## config.mk

```make
export PLATFORM = sky130hd
export DESIGN_NAME = step_pulse_period_timer_unit
export DESIGN_NICKNAME = d
export VERILOG_FILES = /design/src/sv/sptmr_pkg.sv /design/src/sv/step_pulse_period_timer_unit.sv /design/src/sv/sptmr_core.sv /design/src/sv/sptmr_out_buf.sv
export SDC_FILE = /design/constraint.sdc
export NUM_CORES = 1
export LEC_CHECK = 0
export ABC_CLOCK_PERIOD_IN_PS = 9300
export BUFFER_PORTS_ARGS = -buffer_cell sky130_fd_sc_hd__buf_2
export CORE_UTILIZATION = 40
export DETAILED_ROUTE_END_ITERATION = 10
export MAX_ROUTING_LAYER = met4
export PLACE_DENSITY = 0.6
export SYNTH_ARGS = -nofsm -noshare
export SYNTH_HDL_FRONTEND = slang
export SYNTH_HIERARCHICAL = 1
export SYNTH_SLANG_ARGS = --single-unit
```

## constraint.sdc

```tcl
create_clock -name i_clk -period 9.3 [get_ports i_clk]
set_input_delay 0.465 -clock i_clk [delete_from_list [all_inputs] [get_ports i_clk]]
set_output_delay 0.465 -clock i_clk [all_outputs]
set_load 0.01 [all_outputs]
```

## src/sv/sptmr_pkg.sv

```systemverilog
package sptmr_pkg;

    // default configuration
    localparam int DEF_MAX_PRESCALE_SELECT = 11;
    localparam int DEF_COUNTER_WIDTH       = 32;

    // bus width of the register interface
    localparam int DATA_W = 32;

    // request types
    localparam logic [1:0] REQ_TICK  = 2'd0;
    localparam logic [1:0] REQ_WRITE = 2'd1;
    localparam logic [1:0] REQ_READ  = 2'd2;

    // register map
    localparam logic [2:0] REG_CTRL   = 3'd0;
    localparam logic [2:0] REG_PERIOD = 3'd1;
    localparam logic [2:0] REG_COUNT  = 3'd2;
    localparam logic [2:0] REG_STATUS = 3'd3;
    localparam logic [2:0] REG_IRQEN  = 3'd4;

    // field positions
    localparam int CTRL_RUN_BIT     = 0;
    localparam int CTRL_PRESC_LSB   = 23;
    localparam int CTRL_PRESC_MSB   = 26;
    localparam int CTRL_MODE_LSB    = 16;
    localparam int CTRL_MODE_MSB    = 18;
    localparam int STATUS_OVF_BIT   = 8;
    localparam int IRQEN_OVF_BIT    = 16;

    // one result item
    typedef struct packed {
        logic [DATA_W-1:0] read_data;
        logic              irq_pending;
        logic              step_pulse;
        logic              step_release;
    } t_result;

endpackage

```

## src/sv/step_pulse_period_timer_unit.sv

```systemverilog
// An accepted request's result is registered in the output buffer (output register, or skid
// register while the output is held). One request per cycle while o_in_stall is low; the state
// update is a single pass into the two-entry output buffer, which accepts while one result waits.
// Reset (synchronous, active low): timer stopped, period all ones, count, prescaler, flags
// and step phase cleared, output buffer empty.
module step_pulse_period_timer_unit
    import sptmr_pkg::*;
#(
    parameter int MAX_PRESCALE_SELECT = DEF_MAX_PRESCALE_SELECT,
    parameter int COUNTER_WIDTH       = DEF_COUNTER_WIDTH
) (
    input  logic              i_clk,
    input  logic              i_rst_n,
    input  logic              i_in_valid,
    output logic              o_in_stall,
    input  logic [1:0]        i_req_type,
    input  logic [2:0]        i_reg_sel,
    input  logic [DATA_W-1:0] i_write_data,
    output logic              o_out_valid,
    input  logic              i_out_stall,
    output logic [DATA_W-1:0] o_read_data,
    output logic              o_irq_pending,
    output logic              o_step_pulse,
    output logic              o_step_release
);

    t_result w_result;
    t_result w_out;
    logic    w_accept;

    assign w_accept = i_in_valid & ~o_in_stall;

    // register file and counters
    sptmr_core #(
        .MAX_PRESCALE_SELECT (MAX_PRESCALE_SELECT),
        .COUNTER_WIDTH       (COUNTER_WIDTH)
    ) u_core (
        .i_clk        (i_clk),
        .i_rst_n      (i_rst_n),
        .i_accept     (w_accept),
        .i_req_type   (i_req_type),
        .i_reg_sel    (i_reg_sel),
        .i_write_data (i_write_data),
        .o_result     (w_result)
    );

    // result buffer
    sptmr_out_buf u_out_buf (
        .i_clk   (i_clk),
        .i_rst_n (i_rst_n),
        .i_valid (i_in_valid),
        .o_stall (o_in_stall),
        .i_data  (w_result),
        .o_valid (o_out_valid),
        .i_stall (i_out_stall),
        .o_data  (w_out)
    );

    assign o_read_data    = w_out.read_data;
    assign o_irq_pending  = w_out.irq_pending;
    assign o_step_pulse   = w_out.step_pulse;
    assign o_step_release = w_out.step_release;

endmodule

```

## src/sv/sptmr_core.sv

```systemverilog
module sptmr_core
    import sptmr_pkg::*;
#(
    parameter int MAX_PRESCALE_SELECT = DEF_MAX_PRESCALE_SELECT,
    parameter int COUNTER_WIDTH       = DEF_COUNTER_WIDTH
) (
    input  logic              i_clk,
    input  logic              i_rst_n,
    input  logic              i_accept,
    input  logic [1:0]        i_req_type,
    input  logic [2:0]        i_reg_sel,
    input  logic [DATA_W-1:0] i_write_data,
    output t_result           o_result
);

    localparam int PW = (MAX_PRESCALE_SELECT > 0) ? MAX_PRESCALE_SELECT : 1;
    localparam logic [3:0] SEL_MAX = 4'(MAX_PRESCALE_SELECT);

    logic                     r_run,    n_run;
    logic [3:0]               r_presc,  n_presc;
    logic [2:0]               r_mode,   n_mode;
    logic [COUNTER_WIDTH-1:0] r_period, n_period;
    logic [COUNTER_WIDTH-1:0] r_count,  n_count;
    logic [PW-1:0]            r_pcount, n_pcount;
    logic                     r_ovf,    n_ovf;
    logic                     r_ien,    n_ien;
    logic                     r_phase,  n_phase;

    logic [3:0]  w_sel_sat;
    logic [PW:0] w_limit;
    logic [PW:0] w_pnext;
    logic        w_wen;

    // saturated prescale divider
    assign w_sel_sat = (r_presc > SEL_MAX) ? SEL_MAX : r_presc;
    assign w_limit   = (PW+1)'(1) << w_sel_sat;
    assign w_pnext   = {1'b0, r_pcount} + (PW+1)'(1);
    assign w_wen     = (i_write_data[IRQEN_OVF_BIT] == 1'b1);

    // next state and result for the accepted request
    always_comb begin
        n_run    = r_run;
        n_presc  = r_presc;
        n_mode   = r_mode;
        n_period = r_period;
        n_count  = r_count;
        n_pcount = r_pcount;
        n_ovf    = r_ovf;
        n_ien    = r_ien;
        n_phase  = r_phase;
        o_result = '0;
        if (i_req_type == REQ_TICK) begin
            if (r_run) begin
                if (w_pnext >= w_limit) begin
                    n_pcount = '0;
                    if (r_count >= r_period) begin
                        n_count = '0;
                        n_ovf   = 1'b1;
                        if (r_ien) begin
                            o_result.step_release = r_phase;
                            o_result.step_pulse   = ~r_phase;
                            n_phase               = ~r_phase;
                        end
                    end else begin
                        n_count = r_count + COUNTER_WIDTH'(1);
                    end
                end else begin
                    n_pcount = w_pnext[PW-1:0];
                end
            end
        end else if (i_req_type == REQ_WRITE) begin
            unique case (i_reg_sel)
                REG_CTRL: begin
                    n_run   = i_write_data[CTRL_RUN_BIT];
                    n_presc = i_write_data[CTRL_PRESC_MSB:CTRL_PRESC_LSB];
                    n_mode  = i_write_data[CTRL_MODE_MSB:CTRL_MODE_LSB];
                end
                REG_PERIOD: n_period = i_write_data[COUNTER_WIDTH-1:0];
                REG_COUNT:  n_count  = i_write_data[COUNTER_WIDTH-1:0];
                REG_STATUS: begin
                    if (i_write_data[STATUS_OVF_BIT]) n_ovf = 1'b0;
                end
                REG_IRQEN: begin
                    if (w_wen && !r_ien) n_phase = 1'b0;
                    n_ien = w_wen;
                end
                default: ;
            endcase
        end else if (i_req_type == REQ_READ) begin
            unique case (i_reg_sel)
                REG_CTRL: begin
                    o_result.read_data[CTRL_RUN_BIT]                  = r_run;
                    o_result.read_data[CTRL_PRESC_MSB:CTRL_PRESC_LSB] = r_presc;
                    o_result.read_data[CTRL_MODE_MSB:CTRL_MODE_LSB]   = r_mode;
                end
                REG_PERIOD: o_result.read_data = DATA_W'(r_period);
                REG_COUNT:  o_result.read_data = DATA_W'(r_count);
                REG_STATUS: o_result.read_data[STATUS_OVF_BIT] = r_ovf;
                REG_IRQEN:  o_result.read_data[IRQEN_OVF_BIT]  = r_ien;
                default: ;
            endcase
        end
        o_result.irq_pending = n_ovf & n_ien;
    end

    // timer state, updated only on an accepted request
    always_ff @(posedge i_clk) begin
        if (!i_rst_n) begin
            r_run    <= 1'b0;
            r_presc  <= '0;
            r_mode   <= '0;
            r_period <= '1;
            r_count  <= '0;
            r_pcount <= '0;
            r_ovf    <= 1'b0;
            r_ien    <= 1'b0;
            r_phase  <= 1'b0;
        end else if (i_accept) begin
            r_run    <= n_run;
            r_presc  <= n_presc;
            r_mode   <= n_mode;
            r_period <= n_period;
            r_count  <= n_count;
            r_pcount <= n_pcount;
            r_ovf    <= n_ovf;
            r_ien    <= n_ien;
            r_phase  <= n_phase;
        end
    end

endmodule

```

## src/sv/sptmr_out_buf.sv

```systemverilog
module sptmr_out_buf
    import sptmr_pkg::*;
(
    input  logic    i_clk,
    input  logic    i_rst_n,
    input  logic    i_valid,
    output logic    o_stall,
    input  t_result i_data,
    output logic    o_valid,
    input  logic    i_stall,
    output t_result o_data
);

    logic    r_out_valid,  n_out_valid;
    logic    r_skid_valid, n_skid_valid;
    t_result r_out,        n_out;
    t_result r_skid,       n_skid;
    logic    w_take;
    logic    w_put;

    assign o_stall = r_skid_valid;
    assign o_valid = r_out_valid;
    assign o_data  = r_out;
    assign w_take  = r_out_valid & ~i_stall;
    assign w_put   = i_valid & ~r_skid_valid;

    // two-entry buffer: output register plus skid register
    always_comb begin
        n_out_valid  = r_out_valid;
        n_skid_valid = r_skid_valid;
        n_out        = r_out;
        n_skid       = r_skid;
        if (r_skid_valid) begin
            if (w_take) begin
                n_out        = r_skid;
                n_skid_valid = 1'b0;
            end
        end else if (w_put) begin
            if (!r_out_valid || w_take) begin
                n_out       = i_data;
                n_out_valid = 1'b1;
            end else begin
                n_skid       = i_data;
                n_skid_valid = 1'b1;
            end
        end else if (w_take) begin
            n_out_valid = 1'b0;
        end
    end

    // valid flags
    always_ff @(posedge i_clk) begin
        if (!i_rst_n) begin
            r_out_valid  <= 1'b0;
            r_skid_valid <= 1'b0;
        end else begin
            r_out_valid  <= n_out_valid;
            r_skid_valid <= n_skid_valid;
        end
    end

    // payload
    always_ff @(posedge i_clk) begin
        r_out  <= n_out;
        r_skid <= n_skid;
    end

endmodule

```

* Word level (Yosys, flattened, before mapping)
Cells that the tools add are included.
W data, S select, Z words.
** Cells by class
- Equal/unequal tests :: 12
- Multiplexer cells :: 54
- Reduce and logical (&&, ||, !) cells :: 21
- Add/sub/neg operators :: 2
- Bitwise gates (word level) :: 8
- $lt $le $gt $ge :: 3
- Shifts and indexed selects :: 1
** Operators with widths (number)
- $mux W32 :: 9
- $mux W35 :: 4
- $add A32 B1 Y32 const B :: 1
- $ge A32 B32 Y1 :: 1
- $pmux W7 S2 :: 2
- $mux W1 :: 25
- $reduce_bool A2 Y1 :: 7
- $add A11 B1 Y12 const B :: 1
- $ge A12 B12 Y1 :: 1
- $pmux W4 S3 :: 1
- $reduce_and A3 Y1 :: 4
- $shl A1 B4 Y12 const A :: 1
- $mux W11 :: 1
- $mux W2 :: 5
- $pmux W5 S2 :: 1
- $pmux W4 S2 :: 1
- $reduce_and A4 Y1 :: 2
- $reduce_and A8 Y1 :: 1
- $eq A3 B2 Y1 const B :: 2
- $ne A2 B1 Y1 const B :: 3
- $ne A2 B2 Y1 const B :: 3
- $pmux W1 S3 :: 2
- $pmux W2 S3 :: 1
- $not A1 Y1 :: 5
- 14 further kinds :: 17
** Word-level totals
- Output and inout port bits :: 37
- Register bits :: 158

* Logic depth before layout (Yosys ltp)
Gate-level depths: netlist of run 1.
- Word-level depth :: 11
- Depth in mapped cells :: 16

* Modules after synthesis
Netlist of run 1, hierarchy kept.
** Modules (own cells, without submodules)
- sptmr_core :: area an instance 6003.3 um2, instances 1, cells an instance 818
- sptmr_out_buf :: area an instance 2658.8 um2, instances 1, cells an instance 122
- step_pulse_period_timer_unit :: area an instance 13.8 um2, instances 1, cells an instance 1

* Worst setup path after synthesis of run 1
OpenSTA, ideal clock, no wires.
- Kind :: reg2reg
- Start point :: register u_core.r_pcount[0]
- End point :: register u_out_buf.r_out (netlist bit u_out_buf/o_data[2]), data pin
- Cell stages (with the launch flop) :: 17
- Setup time :: 0.260 ns
- Path buffers :: 2
- Setup slack :: 6.158 ns
- Arrival :: 2.882 ns
- Path through :: dfxtp_1 -> ha_1 -> and3_1 -> and3_1 -> and3_1 -> nand3_1 -> xnor2_1 -> ha_1 -> nand2_1 -> nor2_1 -> a211oi_1 -> o21ai_0 -> clkbuf_1 -> clkbuf_1 -> nand4_1 -> a21oi_1 -> mux2_2
** RTL lines
- start, declared :: line sptmr_core.sv:24 : logic [PW-1:0] r_pcount, n_pcount;
- start signal, assigned :: line sptmr_core.sv:124 : r_pcount <= n_pcount;
- end signal, assigned :: line sptmr_out_buf.sv:64 : r_out <= n_out;
- end, declared :: line sptmr_out_buf.sv:16 : t_result r_out, n_out;

* Worst setup path in the final report of run 1
- Start point :: register u_core.r_pcount[0]
- End point :: register u_core.r_count[22]
** On the way
- Cells in the longest elaborated chain, start to end :: 4
** RTL lines
- $add A11 B1 Y12 :: line sptmr_core.sv:37 : assign w_pnext = {1'b0, r_pcount} + (PW+1)'(1);
- $ge A12 B12 Y1 :: line sptmr_core.sv:54 : if (w_pnext >= w_limit) begin
- $ne A2 B2 Y1 (no source line)
- $reduce_and A5 Y1 (no source line)
- end signal, assigned :: line sptmr_core.sv:123 : r_count <= n_count;
- end, declared :: line sptmr_core.sv:23 : logic [COUNTER_WIDTH-1:0] r_count, n_count;
Every way passes these cells.
A chain may end at the register's enable or synchronous reset.

==> results of run 1 <==
-- cell usage in the layout, fill, tap and decap left out, types with 8 or more instances in the layout --
cell       instances
and3_1            27
nor3_1            24
buf_4             12
o21ai_0           23
edfxtp_1          70
mux2_2            28
a41oi_1           16
nand2_1           95
nor2_1            77
nand3b_1          10
inv_1             41
mux2i_1           18
ha_1              46
a31oi_1           14
nor2b_1           10
nand4_1           27
o211ai_1          32
a22oi_1           23
nand3_1           81
a21oi_1           50
buf_2             77
clkbuf_16         17
dfxtp_1           87
inv_8              8
-- worst register-to-register path, stage by stage, from the launching register on --
cell and delay (ns):
dfxtp_1 0.39, ha_1 0.24, and3_1 0.25, and3_1 0.27
and3_1 0.20, nand3_1 0.10, xnor2_1 0.16, ha_1 0.31
nand2_1 0.06, nor2_1 0.09, a211oi_1 0.05, o21ai_1 0.10
a21o_1 0.95, o21ai_0 0.19, o31a_1 0.28
-- cell type report --
cell class	instances	area (sq um)
inverters	42	158
multi-input cells	678	4410
flip-flops and latches	158	3860
fillers	2029	11300
clock inverters	15	180
clock buffers	17	425
repair buffers	89	475
well taps	275	344
-- per-stage QoR --
stage	util	power (mW)
after global routing	0.466	1.63
final	0.466	1.58
after floorplan	-	0.838
after CTS	0.466	1.59
after global placement	0.437	0.884
after detailed placement	0.437	0.885
-- kinds of logic (layout without fill, tap and decap cells) --
family / after synthesis / in the layout / synth area share
AO/OA/AOI/OAI: 183 / 183 / 0.139
XOR/XNOR: 9 / 9 / 0.00909
adder cells (fa/ha/maj): 46 / 46 / 0.0663
buffers and inverters: 105 / 163 / 0.0505
flip-flops: 158 / 158 / 0.445
multiplexers: 53 / 53 / 0.0692
AND/OR/NAND/NOR: 387 / 387 / 0.221
-- synthesized netlist by cell type, types with 23 or more instances --
library cell   n  area (sq um)
nand2_1       95           357
dfxtp_1       88          1760
nand3_1       81           405
nor2_1        79           297
edfxtp_1      70          2100
a21oi_1       51           255
ha_1          46           576
clkbuf_1      43           161
inv_1         41           154
o211ai_1      32           240
and3_1        28           175
mux2_2        28           315
nand4_1       27           169
nor3_1        24           120
o21ai_0       24           120
a22oi_1       23           173
-- registers in the layout (all words and copies together), names as in the netlist --
register and cells:
u_core/r_count 32, u_core/r_ien 1, u_core/r_mode 3, u_core/r_ovf 1, u_core/r_pcount 11, u_core/r_period 32
u_core/r_phase 1, u_core/r_presc 4, u_core/r_run 1, u_out_buf/o_data 35, u_out_buf/o_stall 1, u_out_buf/o_valid 1
u_out_buf/r_skid 35
-- routing by layer --
metal,part of all wire,global-route usage,vias to the layer above
li1,-,-,3567
met1,0.51,0.327,3453
met2,0.42,0.299,225
met3,0.063,0.0385,19
met4,0.0095,0.0546,0
met5,0,-,-
-- power by group --
group          total (mW)  switching (mW)  internal (mW)
clock network       0.711           0.344          0.367
logic               0.113          0.0724         0.0406
registers           0.756         0.00834          0.747
total                1.58           0.425           1.16
-- worst paths after layout --
kind	from	end	slack (ns)	cells past startpoint
max	u_core/r_pcount[0]	u_core/r_count[22]	5.58	14
min	i_write_data[15]	u_core/r_period[15]	0.26	3
max reg2reg	u_core/r_pcount[0]	u_core/r_count[22]	5.58	14
min reg2reg	u_core/r_pcount[10]	u_core/r_pcount[10]	0.49	2
==> results.toml, run 1 <==
[status]
run_status = "complete, no violations"

[cells_and_area]
post_layout_nonfiller_instances = 1274
final_area_sq_um = 9850
area_growth_pct = 13.6
antenna_cells = 0
drive_above_1_share = 0.169
final_nets = 1073

[clock_tree]
cts_resized = 0
cts_max_path_buffers = 2
cts_hold_buf = 0
numCtsBuffers = 17
postCtsSetupBuffers = 0
cts_tree = "built"
htree_num_levels = 4
cts_root_buffer = "clkbuf_16"
insertion_delay_ns = 0.44
cts.sinks = 158
cts.clk_slew.worst_paths_ns = 0.08

[timing]
timing.final.ws_setup_ns = 5.58
worst_pin_slew_ns = 1.23
max_slew_margin = 0.183
clock.fmax_ghz = 0.268
drv_slew = 0
timing.final.crit_share = 0.401
grt_setup_unrepaired = "no"
whs_ns = 0.259
tns_ns = 0
min_period_ns = 3.72
finalSetupViolations = 0
hold_viol_final = 0
skew_ns = 0.0167

[run]
drv_cap = 0

[floorplanning]
core_sq_um = 21200
start_util = 0.410
die_height_um = 149
row_count = 53
die_w_um = 149
die-area_sq_um = 22300
ios = 78

[worst_setup_path]
cp.arrival_ns = 4.05
cp_top_family = "compound AO/OA/AOI/OAI gates"
crit_path_frequent_cell = "and3_1"
cp_slowest_cell = "a21o_1"
crit_buf_inv = 0
cp_max_fo = 32
cp-end-kind = "flop"
crit_path_cell_trace = "ha_1, and3_1, and3_1, and3_1, nand3_1, xnor2_1, ha_1, nand2_1, nor2_1, a211oi_1, o21ai_1, a21o_1, o21ai_0, o31a_1"
worstSetupStartpointType = "flop"
critPathRequiredTime_ns = 9.63
setup.worst_path.class = "reg2reg"
crit_path_max_incr_delay_ns = 0.95

[pwr]
power_density_nw_per_um2 = 160
vdd_drop_max_v = 0.000118
p_leak_nw = 4.00

[yosys]
synthFlopType = "dfxtp_1"
synth.distinct_cells = 55
synth_edf_count = 70
synth_cells = 941
syn_area_sq_um = 8680
syn_nets = 1028
yosysSeqAreaShare = 0.445
synth.avg_cell_area_sq_um = 9.22
synth_seq_cells = 158
ys_async_sr_fraction = 0
yosys_warnings = 6

[routing]
wl_um = 23000
viasPerCell = 5.70
wire_per_inst_um = 18.0
drt_iter0_drc = 688
drtAntennaViolNets = 0
vias = 7264
drc = 0
first_pass_iters = 5

[placement]
place_inst = 1242
port_buffers = 77
placed_cell_area_sq_um = 9250
pre_cts_slack_ns = 5.64
hpwlAfterDp_um = 15800
gp_congestion = 0.836

[grt]
grt-ovfl-total = 0
grt_pass1_wl_um = 36500
grt_usage = 0.218
antenna_found_initial = 0
grt_max_degree = 51
grt_pass1_vias = 6592

[min_path]
min_path_type = "in2reg"
No activity file was read; power rests on OpenSTA's default activity.
==> run 2: changes to the inputs <==
--- a/config.mk
+++ b/config.mk
@@ -5,12 +5,12 @@
 export SDC_FILE = /design/constraint.sdc
 export NUM_CORES = 1
 export LEC_CHECK = 0
-export ABC_CLOCK_PERIOD_IN_PS = 9300
+export ABC_CLOCK_PERIOD_IN_PS = 3250
 export BUFFER_PORTS_ARGS = -buffer_cell sky130_fd_sc_hd__buf_2
 export CORE_UTILIZATION = 40
 export DETAILED_ROUTE_END_ITERATION = 10
 export MAX_ROUTING_LAYER = met4
-export PLACE_DENSITY = 0.6
+export PLACE_DENSITY = 0.63
 export SYNTH_ARGS = -nofsm -noshare
 export SYNTH_HDL_FRONTEND = slang
 export SYNTH_HIERARCHICAL = 1
==> constraint.sdc (replaced) <==
create_clock -name i_clk -period 3.25 [get_ports i_clk]
set_input_delay 0.1625 -clock i_clk [delete_from_list [all_inputs] [get_ports i_clk]]
set_output_delay 0.1625 -clock i_clk [all_outputs]
set_load 0.01 [all_outputs]
==> run 2 against run 1 <==
Effect of this change:
- sequential power grew to 2.9 times the previous value
- sequential share of layout area shrank 1.5 points
- largest power group unchanged
- via count grew 2.5%
- global-route usage grew 0.38 points
- total power grew to 2.8 times the previous value
- critical path type unchanged
- clock skew shrank 0.0072 ns
- largest cell class unchanged
- worst setup slack lost 5.4 ns
- combinational power grew to 3.1 times the previous value
- cell area grew 4.0%
- flip-flop and latch count is the same
- die area is the same
==> results.toml, run 2 (same netlist as run 1, synthesis figures left out) <==
[timing]
hold_viol_final = 0
drv_slew = 0
tns_ns = 0
finalSetupViolations = 0
timing.final.crit_share = 0.950
whs_ns = 0.00597
worst_pin_slew_ns = 1.07
max_slew_margin = 0.287
clock.fmax_ghz = 0.324
skew_ns = 0.00948
min_period_ns = 3.09

[pwr]
power.switching_mw = 1.10
intPower_mw = 3.34
p_leak_nw = 4.20
p_seq_frac = 0.487
clkPwrFrac = 0.433
vdd_drop_max_v = 0.000453
power_density_nw_per_um2 = 433
swShare = 0.248
pwr-share-comb = 0.079

[grt]
grt-ovfl-total = 0
antenna_found_initial = 0
grt_usage = 0.222
grt_pass1_vias = 6580
grt_pass1_wl_um = 37000
grt_max_degree = 50

[min_path]
min_path_cells = 3
min_path_type = "in2reg"

[floorplanning]
core_sq_um = 21200
die_height_um = 149
die-area_sq_um = 22300
die_w_um = 149
ios = 78
row_count = 53
start_util = 0.410

[worst_setup_path]
worstSetupStartpointType = "flop"
crit_path_cell_trace = "inv_1, ha_1, nand2b_1, a2111o_1, a311oi_1, a31oi_1, or2_1, nand4_1, a21oi_1, mux2_2"
crit_path_max_incr_delay_ns = 0.43
cp_slowest_cell = "dfxtp_1"
cp.arrival_ns = 3.27
crit_buf_inv = 1
r2r_cells = 10
path_depth = 10
critPathRequiredTime_ns = 3.43
cp-end-kind = "flop"
setup.worst_path.class = "reg2reg"
cp_top_family = "compound AO/OA/AOI/OAI gates"
cp_max_fo = 5

[clock_tree]
cts.clk_slew.worst_paths_ns = 0.07
postCtsSetupBuffers = 0
cts_root_buffer = "clkbuf_16"
cts_max_path_buffers = 2
cts_tree = "built"
cts.sinks = 158
numCtsBuffers = 17
htree_num_levels = 4
insertion_delay_ns = 0.43

[status]
run_status = "complete, no violations"

[routing]
drt_iter0_drc = 712
viasPerCell = 5.67
drc = 0
wl_um = 23800
drtAntennaViolNets = 0
vias = 7443
first_pass_iters = 6
wire_per_inst_um = 18.1

[cells_and_area]
multiInputGateArea_sq_um = 4450
antenna_cells = 0
register_area_sq_um = 3870
final_common_cell = "nand2_1"
area_growth_pct = 18.1
final_nets = 1112
most-common-layout-cells = "nand2_1, dfxtp_1, nand3_1"
drive_above_1_share = 0.195
fillers = 2016

[placement]
port_buffers = 77
hpwlAfterDp_um = 16100
gp_congestion = 0.873

[run]
drv_cap = 0
==> run 2: layer usage <==
metal / part of all wire / GRT usage / up-vias
met1: 0.48 / 0.328 / 3489
met3: 0.086 / 0.0495 / 13
met2: 0.42 / 0.301 / 290
met4: 0.0075 / 0.0546 / 0
met5: 0 / - / -
li1: - / - / 3651
==> run 2: stage by stage <==
stage / cell area (sq um) / total power, mW / setup slack (ns) / util / cells
after CTS: 10100 / 4.47 / 0.136 / 0.480 / 1311
final: 10200 / 4.44 / 0.162 / 0.485 / 1313
after global placement: 9450 / 2.54 / 0.246 / 0.447 / 1265
after floorplan: 8680 / 2.40 / 0.108 / - / 941
after global routing: 10200 / 4.59 / -0.0327 / 0.485 / 1313
after detailed placement: 9450 / 2.54 / 0.151 / 0.447 / 1265
==> run 2: worst paths after layout <==
path                                            end               start  slack (ns)
worst max-delay path            u_out_buf/o_data[2]   u_core/r_count[0]        0.16
worst min-delay path            u_core/r_period[10]    i_write_data[10]       0.006
worst max register to register  u_out_buf/o_data[2]   u_core/r_count[0]        0.16
worst min register to register   u_core/r_pcount[2]  u_core/r_pcount[2]        0.49
==> run 2: tightest hold or removal path: stages <==
cell and delay (ns):
buf_2 0.10, nand2_1 0.05, o211ai_1 0.08
==> run 2: final cells by class <==
class,instances,area share
multi-input combinational,678,0.434
sequential,158,0.377
timing repair buffer,128,0.0846
clock buffer,18,0.0419
tap,275,0.0336
inverter,42,0.0154
clock inverter,14,0.0128
==> run 2: repair_timing <==
item | in CTS | in global routing
hold buffers | 14 | 0
resized for setup | 0 | 13
setup endpoints to repair | 0 | 26
hold endpoints to repair | 14 | 0
==> run 2: power groups by stage <==
stage	clock, mW	combinational (mW)	sequential (mW)
6_report	1.92	0.352	2.16
5_1_grt	2.04	0.381	2.17
4_1_cts	1.96	0.348	2.16
3_5_place_dp	0	0.334	2.21
3_3_place_gp	0	0.333	2.21
2_1_floorplan	0	0.171	2.23
